## src/hdl/sobel_kernel_generator_unit_macros.svh

```systemverilog
// Assertion macros for the Sobel kernel generator.
// Every macro expects clk_i and rst_ni in the scope where it is used.
`ifndef SOBEL_KERNEL_GENERATOR_UNIT_MACROS_SVH
`define SOBEL_KERNEL_GENERATOR_UNIT_MACROS_SVH

// same-cycle implication
`define SKG_ASSERT_IMP(lbl, ante, cons, msg) \
  lbl: assert property (@(posedge clk_i) disable iff (!rst_ni) (ante) |-> (cons)) \
    else $error(msg);

// next-cycle implication
`define SKG_ASSERT_NXT(lbl, ante, cons, msg) \
  lbl: assert property (@(posedge clk_i) disable iff (!rst_ni) (ante) |=> (cons)) \
    else $error(msg);

`endif

```

## src/hdl/skg_pkg.sv

```systemverilog
// Shared types and constants for the Sobel kernel generator.
// No dependencies; imported by skg_pass_unit and the top level.
package skg_pkg;

  localparam int unsigned SizeW            = 5;
  localparam int unsigned CoefW            = 32;
  localparam int unsigned CfgAddrW         = 3;
  localparam int unsigned CfgDataW         = 32;
  localparam int unsigned MaxKernelSizeDef = 31;

  localparam logic [SizeW-1:0] RaisedSize  = SizeW'(3);
  localparam logic [SizeW-1:0] ResetKSize  = SizeW'(3);

  // register numbers (address bit 2)
  localparam logic RegKernelSize = 1'b0;
  localparam logic RegNormalize  = 1'b1;

  typedef struct packed {
    logic wb;      // writeback of one row entry this cycle
    logic first;   // entry 0: left neighbor is zero
    logic smooth;  // 1: binomial add, 0: difference
  } pass_ctl_t;

endpackage

```

## src/hdl/skg_ram.sv

```systemverilog
// Generic single-write, single-read RAM with registered read data.
// No dependencies.
module skg_ram #(
  parameter int unsigned WIDTH = 32,
  parameter int unsigned DEPTH = 32,
  localparam int unsigned AW   = (DEPTH > 1) ? $clog2(DEPTH) : 1
) (
  input  logic             clk_i,
  input  logic             we_i,
  input  logic [AW-1:0]    waddr_i,
  input  logic [WIDTH-1:0] wdata_i,
  input  logic [AW-1:0]    raddr_i,
  output logic [WIDTH-1:0] rdata_o
);

  logic [WIDTH-1:0] mem_q [DEPTH];
  logic [WIDTH-1:0] rdata_q;

  always_ff @(posedge clk_i) begin
    if (we_i) begin
      mem_q[waddr_i] <= wdata_i;
    end
    rdata_q <= mem_q[raddr_i];
  end

  assign rdata_o = rdata_q;

endmodule

```

## src/hdl/skg_pass_unit.sv

```systemverilog
// Shared add/subtract unit for the smoothing and difference passes.
// Depends on skg_pkg (pass_ctl_t, CoefW).
module skg_pass_unit (
  input  logic                        clk_i,
  input  skg_pkg::pass_ctl_t          ctl_i,
  input  logic [skg_pkg::CoefW-1:0]   rdata_i,
  output logic [skg_pkg::CoefW-1:0]   result_o
);
  import skg_pkg::*;

  logic [CoefW-1:0] prev_q;  // old value of entry j-1
  logic [CoefW-1:0] opa;

  always_ff @(posedge clk_i) begin
    if (ctl_i.wb) begin
      prev_q <= rdata_i;
    end
  end

  assign opa      = ctl_i.first ? '0 : prev_q;
  // smooth: new[j] = row[j] + row[j-1]; difference: new[j] = row[j-1] - row[j]
  assign result_o = ctl_i.smooth ? (opa + rdata_i) : (opa - rdata_i);

endmodule

```

## src/hdl/sobel_kernel_generator_unit.sv

```systemverilog
// Sobel derivative kernel generator: one request in, separable taps out.
// Channels: request (order_x_i, order_y_i) on in_valid_i/in_stall_o; taps on
// out_valid_o/out_stall_i, all x taps then all y taps, last_o on the final one.
// An order not below its axis size gives one error result instead.
// Config over an APB-style port: kernel_size at 0x0, normalize_mode at 0x4.
// Each axis builds its row in a small RAM: a fill sweep over its S entries,
// then S-1 passes through one shared add/subtract unit, then a read and an
// emit for each tap. A new request is taken only once the previous one has
// placed its last result in the output register.
// The output register holds its transfer while out_stall_i is high; the
// sequencer waits. Reset returns to idle, kernel_size 3, normalize off,
// output empty; the RAM needs no clearing since every row is written first.
// Depends on skg_pkg, skg_ram, skg_pass_unit.
`include "sobel_kernel_generator_unit_macros.svh"

module sobel_kernel_generator_unit #(
  parameter int unsigned MAX_KERNEL_SIZE = skg_pkg::MaxKernelSizeDef
) (
  input  logic                           clk_i,
  input  logic                           rst_ni,
  // request
  input  logic                           in_valid_i,
  output logic                           in_stall_o,
  input  logic [skg_pkg::SizeW-1:0]      order_x_i,
  input  logic [skg_pkg::SizeW-1:0]      order_y_i,
  // taps
  output logic                           out_valid_o,
  input  logic                           out_stall_i,
  output logic                           axis_o,
  output logic [skg_pkg::SizeW-1:0]      tap_index_o,
  output logic signed [skg_pkg::CoefW-1:0] coefficient_o,
  output logic [skg_pkg::SizeW-1:0]      scale_shift_o,
  output logic                           order_error_o,
  output logic                           last_o,
  // config
  input  logic                           psel,
  input  logic                           penable,
  input  logic                           pwrite,
  input  logic [skg_pkg::CfgAddrW-1:0]   paddr,
  input  logic [skg_pkg::CfgDataW-1:0]   pwdata,
  output logic [skg_pkg::CfgDataW-1:0]   prdata,
  output logic                           pready
);
  import skg_pkg::*;

  localparam int unsigned RamAw = (MAX_KERNEL_SIZE > 1) ? $clog2(MAX_KERNEL_SIZE) : 1;

  typedef enum logic [2:0] {
    S_IDLE,
    S_ERR,
    S_INIT,
    S_PASS,
    S_EMIT_RD,
    S_EMIT_LD
  } state_e;

  state_e           state_q;
  logic [SizeW-1:0] kernel_size_q;
  logic             normalize_q;
  logic             axis_q;
  logic [SizeW-1:0] j_q;       // fill / read-issue / emit index
  logic [SizeW-1:0] wj_q;      // writeback index of a pass
  logic             wb_v_q;
  logic [SizeW-1:0] pass_q;
  logic [SizeW-1:0] sx_q, sy_q, ox_q, oy_q;

  logic             out_valid_q, axis_out_q, err_q, last_q;
  logic [SizeW-1:0] tap_q, shift_q;
  logic [CoefW-1:0] coef_q;

  logic [SizeW-1:0] ksize, sx_in, sy_in, cur_size, cur_order, smooth_cnt;
  logic             err_in, in_acc, out_free, issue, cfg_wr, reg_idx;
  pass_ctl_t        ctl;
  logic             ram_we;
  logic [RamAw-1:0] ram_waddr, ram_raddr;
  logic [CoefW-1:0] ram_wdata, ram_rdata, alu_res;

  // config port
  assign pready  = 1'b1;
  assign reg_idx = paddr[CfgAddrW-1];
  assign cfg_wr  = psel && penable && pwrite;
  assign prdata  = (reg_idx == RegNormalize) ? CfgDataW'(normalize_q)
                                             : CfgDataW'(kernel_size_q);

  // per-axis sizes
  assign ksize  = (kernel_size_q > SizeW'(MAX_KERNEL_SIZE)) ? SizeW'(MAX_KERNEL_SIZE)
                                                            : kernel_size_q;
  assign sx_in  = (ksize == SizeW'(1) && order_x_i != '0) ? RaisedSize : ksize;
  assign sy_in  = (ksize == SizeW'(1) && order_y_i != '0) ? RaisedSize : ksize;
  assign err_in = (order_x_i >= sx_in) || (order_y_i >= sy_in);

  assign cur_size   = axis_q ? sy_q : sx_q;
  assign cur_order  = axis_q ? oy_q : ox_q;
  assign smooth_cnt = cur_size - cur_order - SizeW'(1);
  assign issue      = (j_q != cur_size);

  assign in_stall_o = (state_q != S_IDLE);
  assign in_acc     = in_valid_i && !in_stall_o;
  assign out_free   = !out_valid_q || !out_stall_i;

  // shared pass unit
  assign ctl.wb     = wb_v_q;
  assign ctl.first  = (wj_q == '0);
  assign ctl.smooth = (pass_q < smooth_cnt);

  skg_pass_unit u_pass (
    .clk_i    (clk_i),
    .ctl_i    (ctl),
    .rdata_i  (ram_rdata),
    .result_o (alu_res)
  );

  assign ram_we    = (state_q == S_INIT) || wb_v_q;
  assign ram_waddr = (state_q == S_INIT) ? j_q[RamAw-1:0] : wj_q[RamAw-1:0];
  assign ram_wdata = (state_q == S_INIT) ? ((j_q == '0) ? CoefW'(1) : '0) : alu_res;
  assign ram_raddr = j_q[RamAw-1:0];

  skg_ram #(
    .WIDTH (CoefW),
    .DEPTH (MAX_KERNEL_SIZE)
  ) u_row (
    .clk_i   (clk_i),
    .we_i    (ram_we),
    .waddr_i (ram_waddr),
    .wdata_i (ram_wdata),
    .raddr_i (ram_raddr),
    .rdata_o (ram_rdata)
  );

  always_ff @(posedge clk_i or negedge rst_ni) begin
    if (!rst_ni) begin
      state_q       <= S_IDLE;
      kernel_size_q <= ResetKSize;
      normalize_q   <= 1'b0;
      axis_q        <= 1'b0;
      j_q           <= '0;
      wj_q          <= '0;
      wb_v_q        <= 1'b0;
      pass_q        <= '0;
      sx_q          <= '0;
      sy_q          <= '0;
      ox_q          <= '0;
      oy_q          <= '0;
      out_valid_q   <= 1'b0;
      axis_out_q    <= 1'b0;
      tap_q         <= '0;
      coef_q        <= '0;
      shift_q       <= '0;
      err_q         <= 1'b0;
      last_q        <= 1'b0;
    end else begin
      if (cfg_wr) begin
        case (reg_idx)
          RegKernelSize: kernel_size_q <= pwdata[SizeW-1:0];
          RegNormalize:  normalize_q   <= pwdata[0];
          default:       ;
        endcase
      end

      if (out_valid_q && !out_stall_i) begin
        out_valid_q <= 1'b0;
      end
      wb_v_q <= 1'b0;

      case (state_q)
        S_IDLE: begin
          if (in_acc) begin
            sx_q   <= sx_in;
            sy_q   <= sy_in;
            ox_q   <= order_x_i;
            oy_q   <= order_y_i;
            axis_q <= 1'b0;
            j_q    <= '0;
            pass_q <= '0;
            state_q <= err_in ? S_ERR : S_INIT;
          end
        end
        S_ERR: begin
          if (out_free) begin
            out_valid_q <= 1'b1;
            axis_out_q  <= 1'b0;
            tap_q       <= '0;
            coef_q      <= '0;
            shift_q     <= '0;
            err_q       <= 1'b1;
            last_q      <= 1'b1;
            state_q     <= S_IDLE;
          end
        end
        S_INIT: begin
          if (j_q == cur_size - SizeW'(1)) begin
            j_q     <= '0;
            pass_q  <= '0;
            state_q <= (cur_size == SizeW'(1)) ? S_EMIT_RD : S_PASS;
          end else begin
            j_q <= j_q + SizeW'(1);
          end
        end
        S_PASS: begin
          if (issue) begin
            wj_q   <= j_q;
            wb_v_q <= 1'b1;
            j_q    <= j_q + SizeW'(1);
          end else if (!wb_v_q) begin
            // pass drained; next read of entry 0 comes after the last write
            j_q <= '0;
            if (pass_q == cur_size - SizeW'(2)) begin
              pass_q  <= '0;
              state_q <= S_EMIT_RD;
            end else begin
              pass_q <= pass_q + SizeW'(1);
            end
          end
        end
        S_EMIT_RD: begin
          state_q <= S_EMIT_LD;
        end
        S_EMIT_LD: begin
          if (out_free) begin
            out_valid_q <= 1'b1;
            axis_out_q  <= axis_q;
            tap_q       <= j_q;
            coef_q      <= ram_rdata;
            shift_q     <= normalize_q ? smooth_cnt : '0;
            err_q       <= 1'b0;
            last_q      <= axis_q && (j_q == cur_size - SizeW'(1));
            if (j_q == cur_size - SizeW'(1)) begin
              j_q <= '0;
              if (axis_q) begin
                axis_q  <= 1'b0;
                state_q <= S_IDLE;
              end else begin
                axis_q  <= 1'b1;
                state_q <= S_INIT;
              end
            end else begin
              j_q     <= j_q + SizeW'(1);
              state_q <= S_EMIT_RD;
            end
          end
        end
        default: state_q <= S_IDLE;
      endcase
    end
  end

  assign out_valid_o   = out_valid_q;
  assign axis_o        = axis_out_q;
  assign tap_index_o   = tap_q;
  assign coefficient_o = coef_q;
  assign scale_shift_o = shift_q;
  assign order_error_o = err_q;
  assign last_o        = last_q;

  `SKG_ASSERT_IMP(a_err_shape, out_valid_o && order_error_o, last_o && !axis_o && (coefficient_o == '0), "error transfer malformed")
  `SKG_ASSERT_IMP(a_last_on_y, out_valid_o && last_o && !order_error_o, axis_o, "last flag on an x tap")
  `SKG_ASSERT_NXT(a_accept_busy, in_valid_i && !in_stall_o, state_q != S_IDLE, "request taken but sequencer idle")
  `SKG_ASSERT_IMP(a_no_wb_emit, state_q == S_EMIT_RD || state_q == S_EMIT_LD, !wb_v_q, "row write during emit")
  `SKG_ASSERT_IMP(a_idx_bound, state_q != S_IDLE, j_q <= cur_size, "row index past kernel size")

endmodule
```

## config.mk

```make
export PLATFORM = sky130hd
export DESIGN_NAME = sobel_kernel_generator_unit
export DESIGN_NICKNAME = d
export VERILOG_FILES = /design/src/hdl/skg_pkg.sv /design/src/hdl/skg_ram.sv /design/src/hdl/skg_pass_unit.sv /design/src/hdl/sobel_kernel_generator_unit.sv
export VERILOG_INCLUDE_DIRS = /design/src /design/src/hdl
export SDC_FILE = /design/constraint.sdc
export NUM_CORES = 1
export LEC_CHECK = 0
export ABC_AREA = 1
export BUFFER_PORTS_ARGS = -buffer_cell sky130_fd_sc_hd__buf_2
export CORE_MARGIN = 3
export CORE_UTILIZATION = 45
export DETAILED_ROUTE_END_ITERATION = 10
export PLACE_DENSITY = 0.68
export SLEW_MARGIN = 20
export SYNTH_ARGS = -nofsm -noshare
export SYNTH_HDL_FRONTEND = slang
export SYNTH_SLANG_ARGS = --single-unit
```

## constraint.sdc

```tcl
create_clock -name clk_i -period 7.42 [get_ports clk_i]
set_input_delay 1.113 -clock clk_i [delete_from_list [all_inputs] [get_ports clk_i]]
set_output_delay 1.113 -clock clk_i [all_outputs]
set_load 0.005 [all_outputs]
```

# Word level (Yosys, flattened, before mapping)
# Memory sizes are Yosys's and may differ from the RTL's. A register that Yosys moved wholly into a read port is not among the register bits.
# Index checks and enable logic that the tools add are counted.
totals:
  reg_bits: 124
  input_bits: 52
  mem_bits_rw: 992
  elab_cells: 148
  out_inout_bits: 80
  latch_bits: 0
  mem_bits_ro: 0
  n_memories: 1
memory_table:
  columns: ["memory", "words", "width", "rd", "rd_clocked_by_memory_dff", "wr", "line_no", "source"]
  rows:
  - ["u_row.mem_q", 31, 32, 1, 1, 1, "skg_ram.sv:16", "logic [WIDTH-1:0] mem_q [DEPTH];"]
op_classes:
  magnitude_cmp: 4
  div: 0
  n_shift: 0
  n_reduce_logical: 33
  muxes: 62
  addsub: 8
  n_bitwise: 1
  mul: 0
  n_eq_ne: 19
ops:
  columns: ["operator", "count"]
  rows:
  - ["$mux 32", 5]
  - ["$mux 5", 20]
  - ["$pmux 32 s2", 1]
  - ["$add 32x32->32", 1]
  - ["$sub 32x32->32", 1]
  - ["$mux 3", 9]
  - ["$pmux 5 s2", 2]
  - ["$pmux 5 s4", 1]
  - ["$pmux 3 s6", 1]
  - ["$mux 1", 16]
  - ["$pmux 5 s3", 1]
  - ["$ne 2x2->1 const B", 7]
  - ["$add 5x1->5 const B", 2]
  - ["$eq 5x1->1 const B", 2]
  - ["$eq 5x5->1", 2]
  - ["$ge 5x5->1", 2]
  - ["$logic_not 5->1", 2]
  - ["$reduce_bool 5->1", 2]
  - ["$sub 5x1->5 const B", 2]
  - ["$pmux 1 s2", 4]
  - ["$reduce_and 2->1", 4]
  - ["$reduce_and 4->1", 2]
  - ["$logic_and 1x1->1", 7]
  - ["$reduce_and 7->1", 1]
  - ["21 further kinds", 30]

# Logic depth before layout (Yosys ltp)
depth:
  ltp_word: 10
  depth_mapped: 32
  mapped_depth_nobuf: 31

# Hierarchy
# Synthesis repeated with hierarchy kept, for this count alone.
unflattened:
  hier_cells: 4845
  hier_area_um2: 50546.0
by_module_without_submodules:
  columns: ["module", "instances", "area_each_um2", "cells_each", "seq_area_each_um2"]
  rows:
  - ["skg_ram", 1, 40665.3, 3407, 30429.2]
  - ["sobel_kernel_generator_unit", 1, 5485.3, 697, 2279.7]
  - ["skg_pass_unit", 1, 4395.5, 741, 960.9]

# Worst setup path before layout
# Ideal clock, no wire load.
synth_path:
  path_kind: "flip-flop to flip-flop"
  startpoint: "register axis_q"
  endpoint: "memory u_row.mem_q[0][7], data pin"
  path_buffers: 2
  setup_ns: 0.453
  setup_slack_ns: 1.817
  stages_incl_launch_ff: 25
  synth_period_minus_slack_ns: 5.603
  t_required_ns: 6.967
  arrival_ns: 5.150
  cell_sequence: "dfrtp_1 -> buf_6 -> mux2i_1 -> ha_1 -> fa_1 -> nand2_1 -> nand2_1 -> a21oi_1 -> xor2_1 -> ha_1 -> nand2_1 -> inv_1 -> o21ai_0 -> nand2_1 -> nor2_1 -> clkbuf_1 -> nand2_1 -> xor2_1 -> ha_1 -> a21oi_1 -> nor2_1 -> nor2_1 -> nand2_1 -> nand2_1 -> nor3b_1"
synth_via:
  elab_chain_cells: 6
  word_cells_on_any_way: 7
  cone_classes: "add/sub: 2; order compare: 1; mux: 4"
synth_lines:
  columns: ["item", "line_no", "source"]
  rows:
  - ["from (decl)", "sobel_kernel_generator_unit.sv:60", "logic axis_q;"]
  - ["from (signal assigned)", "sobel_kernel_generator_unit.sv:135", "axis_q <= 1'b0;"]
  - ["from (signal assigned)", "sobel_kernel_generator_unit.sv:172", "axis_q <= 1'b0;"]
  - ["from (signal assigned)", "sobel_kernel_generator_unit.sv:230", "axis_q <= 1'b0;"]
  - ["$mux 5 (on tied branches)", "sobel_kernel_generator_unit.sv:92, sobel_kernel_generator_unit.sv:93", null]
  - ["$sub 5x5->5 (*)", "sobel_kernel_generator_unit.sv:94", "assign smooth_cnt = cur_size - cur_order - SizeW'(1);"]
  - ["$sub 5x1->5 (*)", "sobel_kernel_generator_unit.sv:94", null]
  - ["$lt 5x5->1 (*)", "sobel_kernel_generator_unit.sv:104", "assign ctl.smooth = (pass_q < smooth_cnt);"]
  - ["$mux 32 (*)", "skg_pass_unit.sv:22", "assign result_o = ctl_i.smooth ? (opa + rdata_i) : (opa - rdata_i);"]
  - ["$mux 32 (*)", "sobel_kernel_generator_unit.sv:115", "assign ram_wdata = (state_q == S_INIT) ? ((j_q == '0) ? CoefW'(1) : '0) : alu_res;"]
  - ["net ram_wdata[7]", "sobel_kernel_generator_unit.sv:76", "logic [CoefW-1:0] ram_wdata, ram_rdata, alu_res;"]
  - ["to (decl)", "skg_ram.sv:16", null]
# Mark *: on every way through the listed nets, which the timed path passes. The rest lies on a longest branch.

# Worst setup path in the final report
layout_path:
  startpoint: "register axis_q"
  endpoint: "memory u_row.mem_q[28][22], data pin"
# Same word-level chain as after synthesis.

==> qor.csv <==
stage,metric,value,unit
logic_synthesis,Post-Synth Adder-Cell Area,0.0155,
logic_synthesis,largest cells by area after synthesis,"edfxtp_1 (63%), o21ai_0 (5.5%), nand2_1 (5.1%)",
logic_synthesis,sequential-to-total area share from yosys stat,0.694,
setup_path,R2R Setup Slk,0.93,ns
detailed_routing,detailed-route wire length per cell,23.3,um
timing,Final Hold Slack,0.367,ns
detailed_routing,vias per inst,5.85,
setup_path,cell with the most instances on the worst path,nand2_1,
power_and_ir_drop,P_sw,10600,uW
finish,"commonest non-fill, non-tap cell in the layout",edfxtp_1,
setup_path,CP max stage cell,dfrtp_1,
power_and_ir_drop,register share of total power,0.417,
clock_tree,clock root buffer,clkbuf_16,
clock_tree,CTS tree,built,
finish,layout cells sized above 1,0.0989,
outcome,status,"finished, final reports clean",
power_and_ir_drop,power share of the combinational group,0.364,
finish,most frequent cells in the layout,"edfxtp_1 (1,024), nand2_1 (655), nor2_1 (558), o21ai_0 (534), nand3_1 (226)",
logic_synthesis,"FFs w/ async S/R, synth",0.0793,
floorplanning,core area,106000,um2
timing,Max-Slew Margin vs Limit,0.226,
timing,worst-margin pin slew,1.16,ns
setup_path,Worst setup SP type,flip-flop,
logic_synthesis,Simple-Gate Fraction of Synth Area,0.133,
clock_tree,post-cts sizing count,0,
floorplanning,Starting Density,0.457,
timing,"Hold Violations, Final",0,
timing,setup TNS,0,ns
detailed_routing,Starting DRT DRC Count,4535,
setup_path,"slowest stage delay, CP",0.78,ns
setup_path,WP data required,7.90,ns
detailed_routing,Final ANT Viol Nets,0,
logic_synthesis,syn_area_per_cell,11.5,um2
floorplanning,io pins,132,
logic_synthesis,largest family of logic cells by synthesized area,simple AND/OR/NAND/NOR gates,
logic_synthesis,YS warnings,0,
finish,Layout Nets,4358,
clock_tree,CTS max path bufs,3,
clock_tree,CTS Buf Count,113,
timing,Clock Skew,0.0281,ns
timing,fin. max-slew vios,0,
clock_tree,clock sinks,1147,
run,Max Cap Viol,0,
setup_path,worst setup path start,axis_q,
setup_path,worst-case reg-to-reg path depth,30,
detailed_routing,Vias,33500,
timing,RSZ-0062 raised after global routing,no,
floorplanning,DIE AREA,112000,um2
global_routing,pin count of the biggest net entering global routing,145,
timing,final worst path period need,6.49,ns
setup_path,CP Capture Type,flip-flop,
hold_path,Worst Hold Class,in -> async,
power_and_ir_drop,Cell Pwr Density,504,nW/um2
placed_design,routability congestion estimate,0.920,
logic_synthesis,count of cell types in the netlist,49,
global_routing,grt ovf,0,
timing,fmax,154,MHz
global_routing,initial antenna violation count,2,
setup_path,worst-path fanout max,31,
clock_tree,post-CTS setup buffer count,0,
finish,ant diodes,0,
logic_synthesis,largest area contributor in the synthesized netlist,edfxtp_1,
logic_synthesis,area fraction of the dominant cell type after synthesis,0.634,
power_and_ir_drop,clock share of power,0.219,
floorplanning,Die Height,334,um
detailed_routing,WL final,134,mm
logic_synthesis,synthesized instance count,4205,
clock_tree,clk slew on worst S/H paths,0.06,ns
placed_design,Placed Area,50600,um2
placed_design,port bufs,74,
logic_synthesis,Synth Area in Compound Gates,0.109,
clock_tree,# H-tree levels,3,
placed_design,dpl hpwl,73.7,mm
power_and_ir_drop,leakage,0.0198,uW
logic_synthesis,top_reg_cell synth,edfxtp_1,
finish,area grow syn2layout,12.5,%
logic_synthesis,Synth Register Bits,1147,
logic_synthesis,Synth Area in XOR/XNOR,0.00794,
logic_synthesis,multiplexer area fraction after synthesis,0.000825,
global_routing,vias in the first global route,31300,
detailed_routing,number of remaining DRC errors,0,
detailed_routing,Initial DRT Pass Iterations,5,
logic_synthesis,Post-synth EDFFs,1024,
floorplanning,Die X-Extent,334,um
global_routing,first-pass GRT wire length,199,mm
clock_tree,"Clk Latency, worst-skew pair",0.71,ns
power_and_ir_drop,Sw Ratio,0.385,
setup_path,RR Endpoint,u_row.mem_q[28][22],
finish,final instance area,54600,um2
setup_path,FF-to-FF Start,axis_q,
timing,period utilisation layout,0.875,
setup_path,critical path class,reg -> reg,
clock_tree,hold bufs inserted after CTS,0,
logic_synthesis,Synth Cell Area,48500,um2
timing,Setup Viol. Count Final,0,
global_routing,GR Util All Layers,0.235,
floorplanning,Rows,119,
finish,final core occ,0.514,
setup_path,critical path arrival,6.97,ns
power_and_ir_drop,Max IR drop VDD,0.000453,V
power_and_ir_drop,Internal,16900,uW
[cells in the mapped netlist (6+ instances only)]
cell type,instances
nand2_2,9
dfxtp_1,32
edfxtp_1,1024
xnor2_1,6
nand2_1,655
o221ai_1,68
buf_1,12
o211ai_1,42
nand3_1,226
o21ai_0,534
o22ai_1,114
xor2_1,38
inv_1,175
nand3b_1,10
buf_4,34
buf_2,82
o21a_1,6
nor3_1,17
o2111ai_1,11
a21oi_1,107
ha_1,57
clkbuf_1,133
o21ai_1,24
nor2_1,597
nand4_1,41
dfrtp_1,89
[state kept, by name, summed over array words and instances, names as in the netlist, 32 cells and up]
signal,cells
u_pass.prev_q,32
u_row.mem_q,992
u_row.rdata_o,32
coefficient_o,32
[stage by stage]
stage,setup WS [ns],std cells,power [uW]
after floorplan,1.82,4231,17400
after global placement,0.849,5521,21200
after detailed placement,0.984,5523,21400
after CTS,0.956,5738,27400
after global routing,0.253,5738,29000
final,0.930,5738,27500
[cells by family after synthesis]
logic type	count (synthesis)
muxes	4
and+or+nand+nor	1574
DFF	1147
other	2
xor gates and xnor gates	44
AOI/OAI and AO/OA	931
buffers and inverters	444
adders and majority gates	59
[per-layer routing]
| layer | part of all wire | track usage | wire length (um) |
|---|---|---|---|
| met5 | 0 | 0 | 0 |
| met4 | 0.029 | 0.0725 | 3870 |
| met3 | 0.10 | 0.0371 | 13900 |
| met2 | 0.46 | 0.369 | 61200 |
| met1 | 0.41 | 0.339 | 54900 |
[how the worst max path moves through the flow]
stage / end / slack, ns
2_1_floorplan: u_row.mem_q[0][7] / 1.82
5_1_grt: u_row.mem_q[19][22] / 0.25
3_5_place_dp: u_row.mem_q[19][22] / 0.98
6_report: u_row.mem_q[28][22] / 0.93
4_1_cts: u_row.mem_q[19][22] / 0.96
3_3_place_gp: u_row.mem_q[26][8] / 0.85
[worst max-delay path: cells and delay by family (launching register included)]
| kind | cells | cell delay (ns) |
|---|---|---|
| xor+xnor | 1 | 0.22 |
| compound gates | 5 | 1.26 |
| fa+ha+maj | 4 | 1.33 |
| flops | 1 | 0.78 |
| buf+inv | 5 | 1.15 |
| simple gates | 15 | 1.51 |
[layout make-up]
| class | instances | area [um2] |
|---|---|---|
| clock buffers | 158 | 3190 |
| clock inverters | 57 | 782 |
| fillers | 8922 | 51600 |
| inverters | 180 | 693 |
| multi-input cells | 2640 | 13400 |
| flip-flops and latches | 1147 | 33700 |
| well taps | 1391 | 1740 |
| repair buffers | 165 | 1130 |
[power groups by stage]
stage	Combinational, uW	Clock [uW]	Sequential (uW)
after global placement	9630	0	11600
after global routing	11100	6360	11500
after floorplan	5950	0	11500
final	10000	6020	11500
after detailed placement	9850	0	11600
after CTS	9900	6080	11500
(Power assumes the default switching activity.)
